===== src/hw/rtl/rstp_pkg.sv =====
package rstp_pkg;

  localparam int PKG_MAX_TILES     = 8192;
  localparam int PKG_MAX_TILE_EDGE = 32;

  localparam int CFG_DATA_W  = 21;
  localparam int CFG_INDEX_W = 2;

  // Register indexes of the configuration port.
  localparam logic [CFG_INDEX_W-1:0] CFG_TILE_EDGE   = 2'd0;
  localparam logic [CFG_INDEX_W-1:0] CFG_TILE_TOTAL  = 2'd1;
  localparam logic [CFG_INDEX_W-1:0] CFG_DATA_LIMIT  = 2'd2;
  localparam logic [CFG_INDEX_W-1:0] CFG_CAPACITY    = 2'd3;

  // Tile edge codes.
  localparam logic [1:0] EDGE_8       = 2'd0;
  localparam logic [1:0] EDGE_16      = 2'd1;
  localparam logic [1:0] EDGE_32      = 2'd2;

  // Reset values of the configuration registers.
  localparam logic [1:0]  RST_TILE_EDGE  = EDGE_16;
  localparam logic [13:0] RST_TILE_TOTAL = 14'd4220;
  localparam logic [20:0] RST_DATA_LIMIT = 21'd196608;
  localparam logic [19:0] RST_CAPACITY   = 20'd1048575;

  // Palette prefix in front of the tile directory, in words.
  localparam logic [14:0] PALETTE_WORDS = 15'd256;

  typedef enum logic [1:0] {
    STATUS_OK       = 2'd0,
    STATUS_OVERFLOW = 2'd1,
    STATUS_CAPACITY = 2'd2
  } status_t;

  typedef struct packed {
    logic [1:0]  tile_edge_code;
    logic [13:0] tile_total;
    logic [20:0] data_limit_bytes;
    logic [19:0] capacity_words;
  } cfg_t;

  // Per-item result of the tile sequencer, plus what frame closing needs.
  typedef struct packed {
    logic [7:0]  pixel_code;
    logic [19:0] data_address;
    logic        write_enable;
    logic        tile_end;
    logic [12:0] tile_number;
    logic [31:0] directory_entry;
    logic        frame_end;
    logic [13:0] active_tiles;
    logic        cfg_err;
    logic        overflow;
    logic [20:0] bytes_used;
    logic [14:0] prefix_words;
  } seq_res_t;

endpackage


===== src/hw/rtl/rstp_if.sv =====
interface rstp_pixel_if;
  logic       valid;
  logic       ready;
  logic [7:0] red;
  logic [7:0] green;
  logic [7:0] blue;

  modport source (output valid, red, green, blue, input ready);
  modport sink   (input valid, red, green, blue, output ready);
endinterface

interface rstp_result_if;
  logic        valid;
  logic        ready;
  logic [7:0]  pixel_code;
  logic [19:0] data_address;
  logic        write_enable;
  logic        tile_end;
  logic [12:0] tile_number;
  logic [31:0] directory_entry;
  logic        frame_end;
  logic [1:0]  status;
  logic [13:0] active_tiles;
  logic [19:0] total_words;

  modport source (
    output valid, pixel_code, data_address, write_enable, tile_end, tile_number,
           directory_entry, frame_end, status, active_tiles, total_words,
    input  ready
  );
  modport sink (
    input  valid, pixel_code, data_address, write_enable, tile_end, tile_number,
           directory_entry, frame_end, status, active_tiles, total_words,
    output ready
  );
endinterface


===== src/hw/rtl/rstp_tile_seq.sv =====
module rstp_tile_seq import rstp_pkg::*; #(
  parameter int MAX_TILES     = PKG_MAX_TILES,
  parameter int MAX_TILE_EDGE = PKG_MAX_TILE_EDGE
) (
  input  logic       clk,
  input  logic       rst_n,
  input  cfg_t       cfg,
  input  logic       take,
  input  logic [7:0] code,
  output seq_res_t   res
);

  localparam logic [16:0] MaxTilesW = 17'(MAX_TILES);

  logic [9:0]  cell_cnt_r, cell_cnt_nxt;
  logic [12:0] tile_cnt_r, tile_cnt_nxt;
  logic [20:0] bytes_r, bytes_nxt;
  logic        nz_r, nz_nxt;
  logic [13:0] active_r, active_nxt;
  logic        ovf_r, ovf_nxt;

  logic        bad_edge;
  logic [10:0] cells;
  logic [9:0]  cells_m1;
  logic [13:0] tiles;
  logic [14:0] prefix;
  logic        cfg_err;
  logic        fits;
  logic        nz;
  logic [20:0] bytes_upd;
  logic        ovf_upd;

  always_comb begin
    bad_edge = 1'b0;
    cells    = 11'd64;
    case (cfg.tile_edge_code)
      EDGE_8:  cells = 11'd64;
      EDGE_16: begin
        cells    = 11'd256;
        bad_edge = (16 > MAX_TILE_EDGE);
      end
      EDGE_32: begin
        cells    = 11'd1024;
        bad_edge = (32 > MAX_TILE_EDGE);
      end
      default: bad_edge = 1'b1;
    endcase
    // An unusable edge still sequences the stream as 8x8 tiles.
    if (bad_edge) begin
      cells = 11'd64;
    end
    cells_m1 = 10'(cells - 11'd1);

    tiles = (cfg.tile_total == 14'd0) ? 14'd1 : cfg.tile_total;
    if ({3'b000, tiles} > MaxTilesW) begin
      tiles = 14'(MAX_TILES);
    end
    prefix  = PALETTE_WORDS + {1'b0, tiles};
    cfg_err = bad_edge ||
              ({1'b0, cfg.capacity_words} < (21'(prefix) + 21'd16));
  end

  always_comb begin
    nz   = nz_r || (code != 8'd0);
    fits = ({1'b0, bytes_r} + {11'd0, cells}) <= {1'b0, cfg.data_limit_bytes};

    res.pixel_code      = code;
    res.data_address    = 20'(bytes_r + {11'd0, cell_cnt_r});
    res.write_enable    = !cfg_err && !ovf_r && fits;
    res.tile_end        = (cell_cnt_r >= cells_m1);
    res.tile_number     = tile_cnt_r;
    res.directory_entry = 32'd0;
    res.frame_end       = 1'b0;
    res.cfg_err         = cfg_err;
    res.prefix_words    = prefix;

    bytes_upd    = bytes_r;
    ovf_upd      = ovf_r;
    active_nxt   = active_r;
    nz_nxt       = nz;
    cell_cnt_nxt = cell_cnt_r + 10'd1;
    tile_cnt_nxt = tile_cnt_r;

    if (res.tile_end) begin
      res.directory_entry = '1;
      if (nz && !ovf_r) begin
        if (!fits) begin
          ovf_upd = 1'b1;
        end else begin
          res.directory_entry = {11'd0, bytes_r};
          bytes_upd  = bytes_r + {10'd0, cells};
          active_nxt = active_r + 14'd1;
        end
      end
      nz_nxt        = 1'b0;
      cell_cnt_nxt  = '0;
      res.frame_end = ({1'b0, tile_cnt_r} >= (tiles - 14'd1));
      tile_cnt_nxt  = tile_cnt_r + 13'd1;
    end

    res.active_tiles = active_nxt;
    res.overflow     = ovf_upd;
    res.bytes_used   = bytes_upd;
    bytes_nxt        = bytes_upd;
    ovf_nxt          = ovf_upd;

    // A frame end returns every counter to zero for the next frame.
    if (res.frame_end) begin
      cell_cnt_nxt = '0;
      tile_cnt_nxt = '0;
      bytes_nxt    = '0;
      nz_nxt       = 1'b0;
      active_nxt   = '0;
      ovf_nxt      = 1'b0;
    end
  end

  always_ff @(posedge clk) begin
    if (!rst_n) begin
      cell_cnt_r <= '0;
      tile_cnt_r <= '0;
      bytes_r    <= '0;
      nz_r       <= 1'b0;
      active_r   <= '0;
      ovf_r      <= 1'b0;
    end else if (take) begin
      cell_cnt_r <= cell_cnt_nxt;
      tile_cnt_r <= tile_cnt_nxt;
      bytes_r    <= bytes_nxt;
      nz_r       <= nz_nxt;
      active_r   <= active_nxt;
      ovf_r      <= ovf_nxt;
    end
  end

endmodule


===== src/hw/rtl/rgb332_sparse_tile_packer.sv =====
// RGB332 sparse tile packer.
//
// Pixels enter on in_pix in tile order, one item per pixel, and each one
// leaves as one item on out_res: its RGB332 code, the byte address the code
// goes to in the packed data area, a write enable, and tile and frame
// bookkeeping. On the last pixel of a tile the item carries the tile's
// directory entry; on the last pixel of a frame it carries the status and the
// padded total word count, which is zero unless the status is OK.
// Items pass the input, counter and output registers. Throughput is one item
// per cycle while out_res.ready is high; the single-cycle limit is the offset
// loop adding the tile size to the running byte count and checking the data limit.
// The configuration port (cfg_we, cfg_index, cfg_wdata) writes one register
// per cycle and is meant to be used only while the pipeline is empty.
// Reset (rst_n low at a clock edge) empties the pipeline, clears all tile
// and frame counters and loads the default configuration.
// When the receiver holds out_res.ready low, items fill the three stages
// and then in_pix.ready drops; nothing is lost or repeated.
module rgb332_sparse_tile_packer import rstp_pkg::*; #(
  parameter int MAX_TILES     = PKG_MAX_TILES,
  parameter int MAX_TILE_EDGE = PKG_MAX_TILE_EDGE
) (
  input  logic                   clk,
  input  logic                   rst_n,
  rstp_pixel_if.sink             in_pix,
  rstp_result_if.source          out_res,
  input  logic                   cfg_we,
  input  logic [CFG_INDEX_W-1:0] cfg_index,
  input  logic [CFG_DATA_W-1:0]  cfg_wdata
);

  cfg_t cfg_r;

  // Stage valid bits and the ready chain back from the output.
  logic v1_r, v2_r, v3_r;
  logic rdy1, rdy2, rdy3;

  logic [7:0] code_r;
  seq_res_t   seq_res;
  seq_res_t   s2_r;

  logic [21:0] padded;
  logic [21:0] words;
  status_t     status;
  logic [19:0] total;

  always_ff @(posedge clk) begin
    if (!rst_n) begin
      cfg_r.tile_edge_code   <= RST_TILE_EDGE;
      cfg_r.tile_total       <= RST_TILE_TOTAL;
      cfg_r.data_limit_bytes <= RST_DATA_LIMIT;
      cfg_r.capacity_words   <= RST_CAPACITY;
    end else if (cfg_we) begin
      unique case (cfg_index)
        CFG_TILE_EDGE:  cfg_r.tile_edge_code   <= cfg_wdata[1:0];
        CFG_TILE_TOTAL: cfg_r.tile_total       <= cfg_wdata[13:0];
        CFG_DATA_LIMIT: cfg_r.data_limit_bytes <= cfg_wdata[20:0];
        CFG_CAPACITY:   cfg_r.capacity_words   <= cfg_wdata[19:0];
        default:        ;
      endcase
    end
  end

  assign rdy3 = !v3_r || out_res.ready;
  assign rdy2 = !v2_r || rdy3;
  assign rdy1 = !v1_r || rdy2;
  assign in_pix.ready = rdy1;

  always_ff @(posedge clk) begin
    if (!rst_n) begin
      v1_r <= 1'b0;
      v2_r <= 1'b0;
      v3_r <= 1'b0;
    end else begin
      if (rdy1) v1_r <= in_pix.valid;
      if (rdy2) v2_r <= v1_r;
      if (rdy3) v3_r <= v2_r;
    end
  end

  // Stage 1: quantize straight into the input register.
  always_ff @(posedge clk) begin
    if (rdy1 && in_pix.valid) begin
      code_r <= {in_pix.red[7:5], in_pix.green[7:5], in_pix.blue[7:6]};
    end
  end

  // Stage 2: tile and frame counters advance as the item moves on.
  rstp_tile_seq #(
    .MAX_TILES     (MAX_TILES),
    .MAX_TILE_EDGE (MAX_TILE_EDGE)
  ) u_seq (
    .clk   (clk),
    .rst_n (rst_n),
    .cfg   (cfg_r),
    .take  (v1_r && rdy2),
    .code  (code_r),
    .res   (seq_res)
  );

  always_ff @(posedge clk) begin
    if (v1_r && rdy2) begin
      s2_r <= seq_res;
    end
  end

  // Stage 3: frame closing. Data is padded to 64 bytes, and the prefix plus
  // the data words is rounded up to 16 words.
  always_comb begin
    padded = ({1'b0, s2_r.bytes_used} + 22'd63) & ~22'd63;
    words  = (22'(s2_r.prefix_words) + {2'b00, padded[21:2]} + 22'd15) & ~22'd15;
    status = STATUS_OK;
    total  = '0;
    if (s2_r.frame_end) begin
      if (s2_r.cfg_err) begin
        status = STATUS_CAPACITY;
      end else if (s2_r.overflow) begin
        status = STATUS_OVERFLOW;
      end else if (words > {2'b00, cfg_r.capacity_words}) begin
        status = STATUS_CAPACITY;
      end else begin
        total = words[19:0];
      end
    end
  end

  always_ff @(posedge clk) begin
    if (v2_r && rdy3) begin
      out_res.pixel_code      <= s2_r.pixel_code;
      out_res.data_address    <= s2_r.data_address;
      out_res.write_enable    <= s2_r.write_enable;
      out_res.tile_end        <= s2_r.tile_end;
      out_res.tile_number     <= s2_r.tile_number;
      out_res.directory_entry <= s2_r.directory_entry;
      out_res.frame_end       <= s2_r.frame_end;
      out_res.status          <= status;
      out_res.active_tiles    <= s2_r.active_tiles;
      out_res.total_words     <= total;
    end
  end

  assign out_res.valid = v3_r;

endmodule

===== src/flat_wrapper.sv =====
// flat-port wrapper written by rule: the top's interface ports become plain ports
module rgb332_sparse_tile_packer_flat import rstp_pkg::*;
#(
  parameter int MAX_TILES     = PKG_MAX_TILES,
  parameter int MAX_TILE_EDGE = PKG_MAX_TILE_EDGE
)
  (clk, rst_n, cfg_we, cfg_index, cfg_wdata, in_pix_valid, in_pix_red, in_pix_green, in_pix_blue, in_pix_ready, out_res_valid, out_res_pixel_code, out_res_data_address, out_res_write_enable, out_res_tile_end, out_res_tile_number, out_res_directory_entry, out_res_frame_end, out_res_status, out_res_active_tiles, out_res_total_words, out_res_ready);
  rstp_pixel_if in_pix_i ();
  rstp_result_if out_res_i ();
  input  logic clk;
  input  logic rst_n;
  input  logic cfg_we;
  input  logic [CFG_INDEX_W-1:0] cfg_index;
  input  logic [CFG_DATA_W-1:0] cfg_wdata;
  input wire logic [$bits(in_pix_i.valid)-1:0] in_pix_valid;
  input wire logic [$bits(in_pix_i.red)-1:0] in_pix_red;
  input wire logic [$bits(in_pix_i.green)-1:0] in_pix_green;
  input wire logic [$bits(in_pix_i.blue)-1:0] in_pix_blue;
  output wire logic [$bits(in_pix_i.ready)-1:0] in_pix_ready;
  output wire logic [$bits(out_res_i.valid)-1:0] out_res_valid;
  output wire logic [$bits(out_res_i.pixel_code)-1:0] out_res_pixel_code;
  output wire logic [$bits(out_res_i.data_address)-1:0] out_res_data_address;
  output wire logic [$bits(out_res_i.write_enable)-1:0] out_res_write_enable;
  output wire logic [$bits(out_res_i.tile_end)-1:0] out_res_tile_end;
  output wire logic [$bits(out_res_i.tile_number)-1:0] out_res_tile_number;
  output wire logic [$bits(out_res_i.directory_entry)-1:0] out_res_directory_entry;
  output wire logic [$bits(out_res_i.frame_end)-1:0] out_res_frame_end;
  output wire logic [$bits(out_res_i.status)-1:0] out_res_status;
  output wire logic [$bits(out_res_i.active_tiles)-1:0] out_res_active_tiles;
  output wire logic [$bits(out_res_i.total_words)-1:0] out_res_total_words;
  input wire logic [$bits(out_res_i.ready)-1:0] out_res_ready;
  assign in_pix_i.valid = in_pix_valid;
  assign in_pix_i.red = in_pix_red;
  assign in_pix_i.green = in_pix_green;
  assign in_pix_i.blue = in_pix_blue;
  assign in_pix_ready = in_pix_i.ready;
  assign out_res_valid = out_res_i.valid;
  assign out_res_pixel_code = out_res_i.pixel_code;
  assign out_res_data_address = out_res_i.data_address;
  assign out_res_write_enable = out_res_i.write_enable;
  assign out_res_tile_end = out_res_i.tile_end;
  assign out_res_tile_number = out_res_i.tile_number;
  assign out_res_directory_entry = out_res_i.directory_entry;
  assign out_res_frame_end = out_res_i.frame_end;
  assign out_res_status = out_res_i.status;
  assign out_res_active_tiles = out_res_i.active_tiles;
  assign out_res_total_words = out_res_i.total_words;
  assign out_res_i.ready = out_res_ready;
  rgb332_sparse_tile_packer #(.MAX_TILES(MAX_TILES), .MAX_TILE_EDGE(MAX_TILE_EDGE)) u_core (.clk(clk), .rst_n(rst_n), .in_pix(in_pix_i), .out_res(out_res_i), .cfg_we(cfg_we), .cfg_index(cfg_index), .cfg_wdata(cfg_wdata));
endmodule

===== config.mk =====
export PLATFORM = sky130hd
export DESIGN_NAME = rgb332_sparse_tile_packer_flat
export DESIGN_NICKNAME = d
export VERILOG_FILES = /design/src/hw/rtl/rstp_pkg.sv /design/src/hw/rtl/rstp_if.sv /design/src/hw/rtl/rstp_tile_seq.sv /design/src/hw/rtl/rgb332_sparse_tile_packer.sv /design/src/flat_wrapper.sv
export SDC_FILE = /design/constraint.sdc
export NUM_CORES = 1
export LEC_CHECK = 0
export CORE_MARGIN = 10
export CORE_UTILIZATION = 45
export CTS_CLUSTER_SIZE = 40
export DETAILED_ROUTE_END_ITERATION = 8
export DONT_BUFFER_PORTS = 1
export PLACE_DENSITY = 0.61
export SLEW_MARGIN = 20
export SYNTH_ARGS = -nofsm -noshare
export SYNTH_HDL_FRONTEND = slang
export SYNTH_SLANG_ARGS = --single-unit
export TNS_END_PERCENT = 50

===== constraint.sdc =====
create_clock -name clk -period 6.1 [get_ports clk]
set_input_delay 0.61 -clock clk [delete_from_list [all_inputs] [get_ports clk]]
set_output_delay 0.61 -clock clk [all_outputs]
set_load 0.01 [all_outputs]

**Word-level counts from Yosys, hierarchy flattened**

Cells that the tools add are included.

- Output and inout bits: 114
- Input bits: 52
- Word-level logic and storage cells: 122
- Bits in writable memories: 0
- Memories: 0
- Register bits after elaboration: 368
- Latch bits: 0
- Bits in read-only memories: 0

- Equality and inequality tests: 5
- Reduce and logical (&&, ||, !) cells: 30
- $add $sub $neg: 13
- Bitwise logic cells: 1
- Order comparisons: 6
- Mux-type cells: 29
- Shift-type cells: 0
- Div/mod/pow operators: 0
- $mul: 0

Operators by type and width:

| kind | number |
|---|---|
| 14-bit two-way mux | 6 |
| 21-bit two-way mux | 4 |
| 32-bit two-way mux | 2 |
| 13-bit two-way mux | 2 |
| 21-bit by 11-bit adder with 22-bit output | 1 |
| 21-bit by 6-bit adder with 22-bit output, second input constant | 1 |
| 22-bit by 4-bit adder with 22-bit output, second input constant | 1 |
| 22-bit by 20-bit greater-than comparator with 1-bit output | 1 |
| 22-bit by 21-bit <= comparator with 1-bit output | 1 |
| 11-bit case mux with 2 select lines | 1 |
| 15-bit by 20-bit adder with 21-bit output | 1 |
| 21-bit by 11-bit adder with 21-bit output | 1 |
| 20-bit by 10-bit adder with 20-bit output | 1 |
| 20-bit by 16-bit less-than comparator with 1-bit output | 1 |
| 10-bit two-way mux | 2 |
| 15-bit by 5-bit adder with 16-bit output, second input constant | 1 |
| 9-bit by 14-bit adder with 15-bit output, first input constant | 1 |
| 14-bit by 1-bit adder with 14-bit output, second input constant | 1 |
| 13-bit by 14-bit greater-or-equal comparator with 1-bit output | 1 |
| 14-bit greater-than comparator, second input constant | 1 |
| 14-bit zero test | 1 |
| 14-bit by 1-bit subtractor with 14-bit output, second input constant | 1 |
| 13-bit by 1-bit adder with 13-bit output, second input constant | 1 |
| 11-bit two-way mux | 1 |
| 18 further kinds | 49 |

**Depth between registers and ports, before layout**

- Depth in word-level cells: 11
- Mapped depth: 22

**Cells and area by module**

A second synthesis with hierarchy kept.

- Cell total of the unflattened synthesis: 1468
- Area, all modules: 16643.5 µm²

Modules (own cells, without submodules):

| module | cells each | area an instance (µm²) | times used |
|---|---|---|---|
| rgb332_sparse_tile_packer | 690 | 10886.7 | 1 |
| rstp_tile_seq | 778 | 5756.8 | 1 |

**Worst setup path before layout**

No wires, ideal clock.

- Path type: input port to flip-flop
- Start point: in out_res_ready
- End point: reg u_core.out_res.active_tiles[0] (netlist name), enable pin
- Arrival: 4.774 ns
- Buffers on the path: 0
- Library setup time: 0.554 ns
- Cell stages on the path: 2
- Path slack: 0.772 ns
- Data required time: 5.546 ns
- Cells stage by stage: nor2b_1 -> nor2b_1

- Longest elaborated chain between the ends: 2

RTL lines:

| element | RTL line | text |
|---|---|---|
| start, declared | flat_wrapper.sv:31 | `input wire logic [$bits(out_res_i.ready)-1:0] out_res_ready;` |
| 1-bit logical OR | rgb332_sparse_tile_packer.sv:63 | `assign rdy3 = !v3_r \|\| out_res.ready;` |
| 1-bit logical AND | rgb332_sparse_tile_packer.sv:127 | `if (v2_r && rdy3) begin` |
| end, declared | rstp_if.sv:28 | `directory_entry, frame_end, status, active_tiles, total_words,` |

Every way passes these cells.
A chain may end at the register's enable or synchronous reset.

**Worst setup path after layout**

- Start point: reg u_core.s2_r[4] (netlist name)
- End point: reg u_core.out_res.total_words[5] (netlist name), data pin

- Longest elaborated chain between the ends: 4

RTL lines:

| element | RTL line | text |
|---|---|---|
| start, declared | rgb332_sparse_tile_packer.sv:39 | `seq_res_t s2_r;` |
| start signal, assigned | rgb332_sparse_tile_packer.sv:102 | `s2_r <= seq_res;` |
| 15-bit by 20-bit adder with 21-bit output | rgb332_sparse_tile_packer.sv:110 | `words = (22'(s2_r.prefix_words) + {2'b00, padded[21:2]} + 22'd15) & ~22'd15;` |
| 22-bit by 4-bit adder with 22-bit output | rgb332_sparse_tile_packer.sv:110 |  |
| via u_core.words[19] | rgb332_sparse_tile_packer.sv:42 | `logic [21:0] words;` |
| 22-bit by 20-bit greater-than comparator with 1-bit output | rgb332_sparse_tile_packer.sv:118 | `end else if (words > {2'b00, cfg_r.capacity_words}) begin` |
| 4-bit OR reduction (no source line) | - |  |
| end signal, assigned | rgb332_sparse_tile_packer.sv:137 | `out_res.total_words <= total;` |
| end, declared | rstp_if.sv:28 |  |

The timed path passes the listed nets, and every way through them passes these cells.

==> results.md <==
- Final hold vios: 0
- Outcome: finished clean
- Via density: 5.44
- Post-Place Worst Slack: 0.638 ns
- Clk slew on worst S/H paths: 0.06 ns
- Hold path endpoint: u_core.code_r[4]
- Top_reg_cell synth: edfxtp_1
- GRT met1 Usage: 21.5%
- Seq/Total Area, Yosys: 54.7%
- Combinational Power Share: 6.9%
- Hold_buf cts: 0
- P_leak: 0.00640 uW
- # H-tree levels: 2
- Worst-Skew Late Latency: 0.53 ns
- Met2 GRT Util: 27.3%
- Synthesized area: 0.0155 sq mm
- Critical Path Source: u_core.s2_r[4]
- FF/Latch Area: 0.00847 sq mm
- Vias in the first global route: 10.1k
- Mapped Cells: 1463
- Min cycle time layout: 5.50 ns
- Final HPWL DP: 26.0 mm
- Fillers: 3072
- Peak VDD IR: 0.243 mV
- CTS Buf Count: 36
- Fin util: 50.0%
- Hold Path Class: input pin to register
- Clk pwr share: 43.8%
- Final wirelength: 36.3 mm
- WL/cell: 19.2 microns
- CTS root buf: clkbuf_16
- PostCTS Resize Cnt: 0
- CTS tree: done
- CP Class: register to register
- # diodes: 0
- Grt total ovfl: 0
- Multi-input logic area: 0.00629 sq mm
- Die height: 205 microns
- Final Skew: 0.0195 ns
- Final worst setup slack: 0.604 ns
- Vias: 10.3k
- CP required: 6.46 ns
- Int Pwr: 3780 uW
- Pwr/cell area: 291 mW/mm^2
- DRT iter0 DRCs: 566
- Psw: 1120 uW
- CP arrival: 5.85 ns
- Syn_area_per_cell: 10.6 sq um
- Share of cells above drive strength 1: 6.58%
- Worst Path Max Fanout: 16
- Distinct cells, synth: 77
- CTS max path bufs: 3
- Routed Antenna Nets: 0
- Crit path capture type: register
- I/O pin cnt: 166
- Clk sinks: 320
- Core area: 0.0337 sq mm
- Yosys reg bits: 320
- Die width: 205 microns
- Final Wtd Congestion: 0.841
- Starting Density: 45.9%
- Crit start category: register
- DIE AREA: 0.0422 sq mm
- Num rows: 67
- Drc violations: 0
- I/O Buffers: 0
- Antenna violations before repair: 0
- Setup TNS: 0 ns
- Maxcap violations: 0
- R2R setup slack: 0.60 ns
- Fmax: 182 MHz
- Final Cycle Share: 90.1%
- Slew Limit Fails: 0
- Largest net degree at the start of global routing: 61
- RSZ-0062 raised after global routing: no
- Worst flop-to-flop path startpoint: u_core.s2_r[4]
- GRT Total Usage: 17.0%
- Reg power frac: 49.3%
- Met3 usage: 4.95%
- Async SR Flop Fraction: 0%
- Yosys warns: 0
- Slew margin rel.: 27.5%
- Setup violators final: 0
- Post-synth EDFFs: 206
- Least-Margin Pin Slew: 1.09 ns
- Post-CTS setup buffers: 0
- Synth-to-layout area growth: 8.97%
- R2r endpoint: u_core.out_res.total_words[5]
- Hold path startpoint: in_pix_green[7]
- First-pass GRT wire length: 56.4 mm
- R2R depth: 18
- Nets: 1564
- Worst Hold Depth: 0
- TritonRoute pass-1 iters: 5
- Switch share: 22.9%
- GRT Max-Usage Layer: met2
per-stage QoR:
step / hold WS [ns] / area [sq um] / std cells / total power (uW)
after CTS: 0.144 / 16900 / 1891 / 4970
after global routing: 0.148 / 16900 / 1891 / 5090
after floorplan: 0.400 / 15500 / 1468 / 2720
final: 0.173 / 16900 / 1891 / 4910
after detailed placement: 0.405 / 15700 / 1825 / 2800
after global placement: 0.402 / 15700 / 1825 / 2790
layer usage:
metal	share of wire, %	routed length [microns]
met2	46	16600
met4	2.4	858
met5	0	0
met1	44	16100
met3	7.5	2740
area by class of cell:
| cell class | instances | share of cell area [%] |
|---|---|---|
| sequential | 320 | 50.2 |
| multi-input combinational | 975 | 37.3 |
| clock buffer | 43 | 5.62 |
| tap | 448 | 3.32 |
| inverter | 69 | 1.55 |
| clock inverter | 23 | 1.34 |
| timing repair buffer | 13 | 0.653 |
synth_stat cells (all sizes together) (5+ instances only):
cell type,count,area share (%)
nor2b,23,0.93
nand3,61,2.0
nor3,18,0.61
a41oi,5,0.28
nor2,85,2.1
nand2,226,5.5
o21ai,28,0.93
o21a,7,0.34
a31o,7,0.40
xnor2,59,3.3
clkbuf,65,1.6
a21o,29,1.4
a21oi,65,2.2
nor4,6,0.24
o211ai,24,1.2
a211oi,9,0.47
or2,5,0.20
ha,96,7.8
dfxtp,114,15
nand4,32,1.4
inv,69,1.7
a2111oi,7,0.44
and2,13,0.53
edfxtp,206,40
and3,24,0.97
nand2b,10,0.40
buf,39,1.6
o22ai,6,0.24
xor2,42,2.4
a31oi,26,1.1
critical path, stage by stage, from the launching register on:
cell,delay [ns]
edfxtp_1,0.37
ha_1,0.24
inv_1,0.07
fa_1,0.45
nor3_2,0.24
or3b_1,0.45
a2111oi_2,0.34
and4b_1,0.42
nand4_4,0.17
and2_1,0.20
nor2_1,0.15
ha_1,0.19
nand4b_1,0.12
nor4_1,0.25
nand4_1,0.19
o32ai_1,0.27
a31oi_1,0.10
or4b_1,0.81
nor3b_1,0.29
state kept, by name, indices dropped and copies added (netlist names), 2 cells and up:
signal                          cells
u_core.out_res.directory_entry     16
u_core.out_res.status               2
u_core.u_seq.cell_cnt_r            10
u_core.out_res.tile_number         13
u_core.out_res.total_words         16
u_core.out_res.pixel_code           8
u_core.u_seq.active_r              14
u_core.s2_r                       106
u_core.out_res.data_address        20
u_core.u_seq.bytes_r               15
u_core.cfg_r                       57
u_core.u_seq.tile_cnt_r            13
u_core.out_res.active_tiles        14
u_core.code_r                       8
cells by family after synthesis:
| family | synth area share, % |
|---|---|
| and+or+nand+nor | 15.8 |
| DFF | 54.7 |
| AOI/OAI and AO/OA | 10.9 |
| buffers and inverters | 4.84 |
| xor gates and xnor gates | 5.72 |
| adders and majority gates | 7.89 |
| other | 0.0485 |
| muxes | 0.0970 |
power groups by stage:
stage | Sequential (uW) | Combinational [uW] | Clock (uW)
after floorplan | 2450 | 266 | 0
after global placement | 2460 | 326 | 0
after detailed placement | 2470 | 334 | 0
after CTS | 2420 | 337 | 2210
after global routing | 2430 | 381 | 2290
final | 2420 | 336 | 2150
cells in the final DEF (no fill, tap or decap), types with 17 or more instances in the layout:
cell	netlist	routed
inv_1	69	68
nor3_1	17	17
and3_1	24	24
xnor2_1	59	59
a21o_1	29	29
nand4_1	31	31
dfxtp_1	114	114
xor2_1	42	42
nand2_1	226	226
ha_1	96	96
a21oi_1	63	63
o21ai_0	23	23
edfxtp_1	206	206
clkbuf_16	0	37
nand3_1	61	61
o211ai_1	24	24
nor2_1	85	85
nor2b_1	23	22
a31oi_1	24	24
worst max path at each step:
stage / slack [ns] / depth (start not counted) / end
floorplan: 0.77 / 2 / u_core.out_res.active_tiles[0]
global placement: 0.76 / 18 / u_core.out_res.total_words[17]
detailed placement: 0.64 / 18 / u_core.out_res.total_words[5]
CTS: 0.61 / 18 / u_core.out_res.total_words[5]
global route: 0.27 / 18 / u_core.out_res.total_words[5]
finish: 0.60 / 18 / u_core.out_res.total_words[5]
No activity file was read; power rests on OpenSTA's default activity.
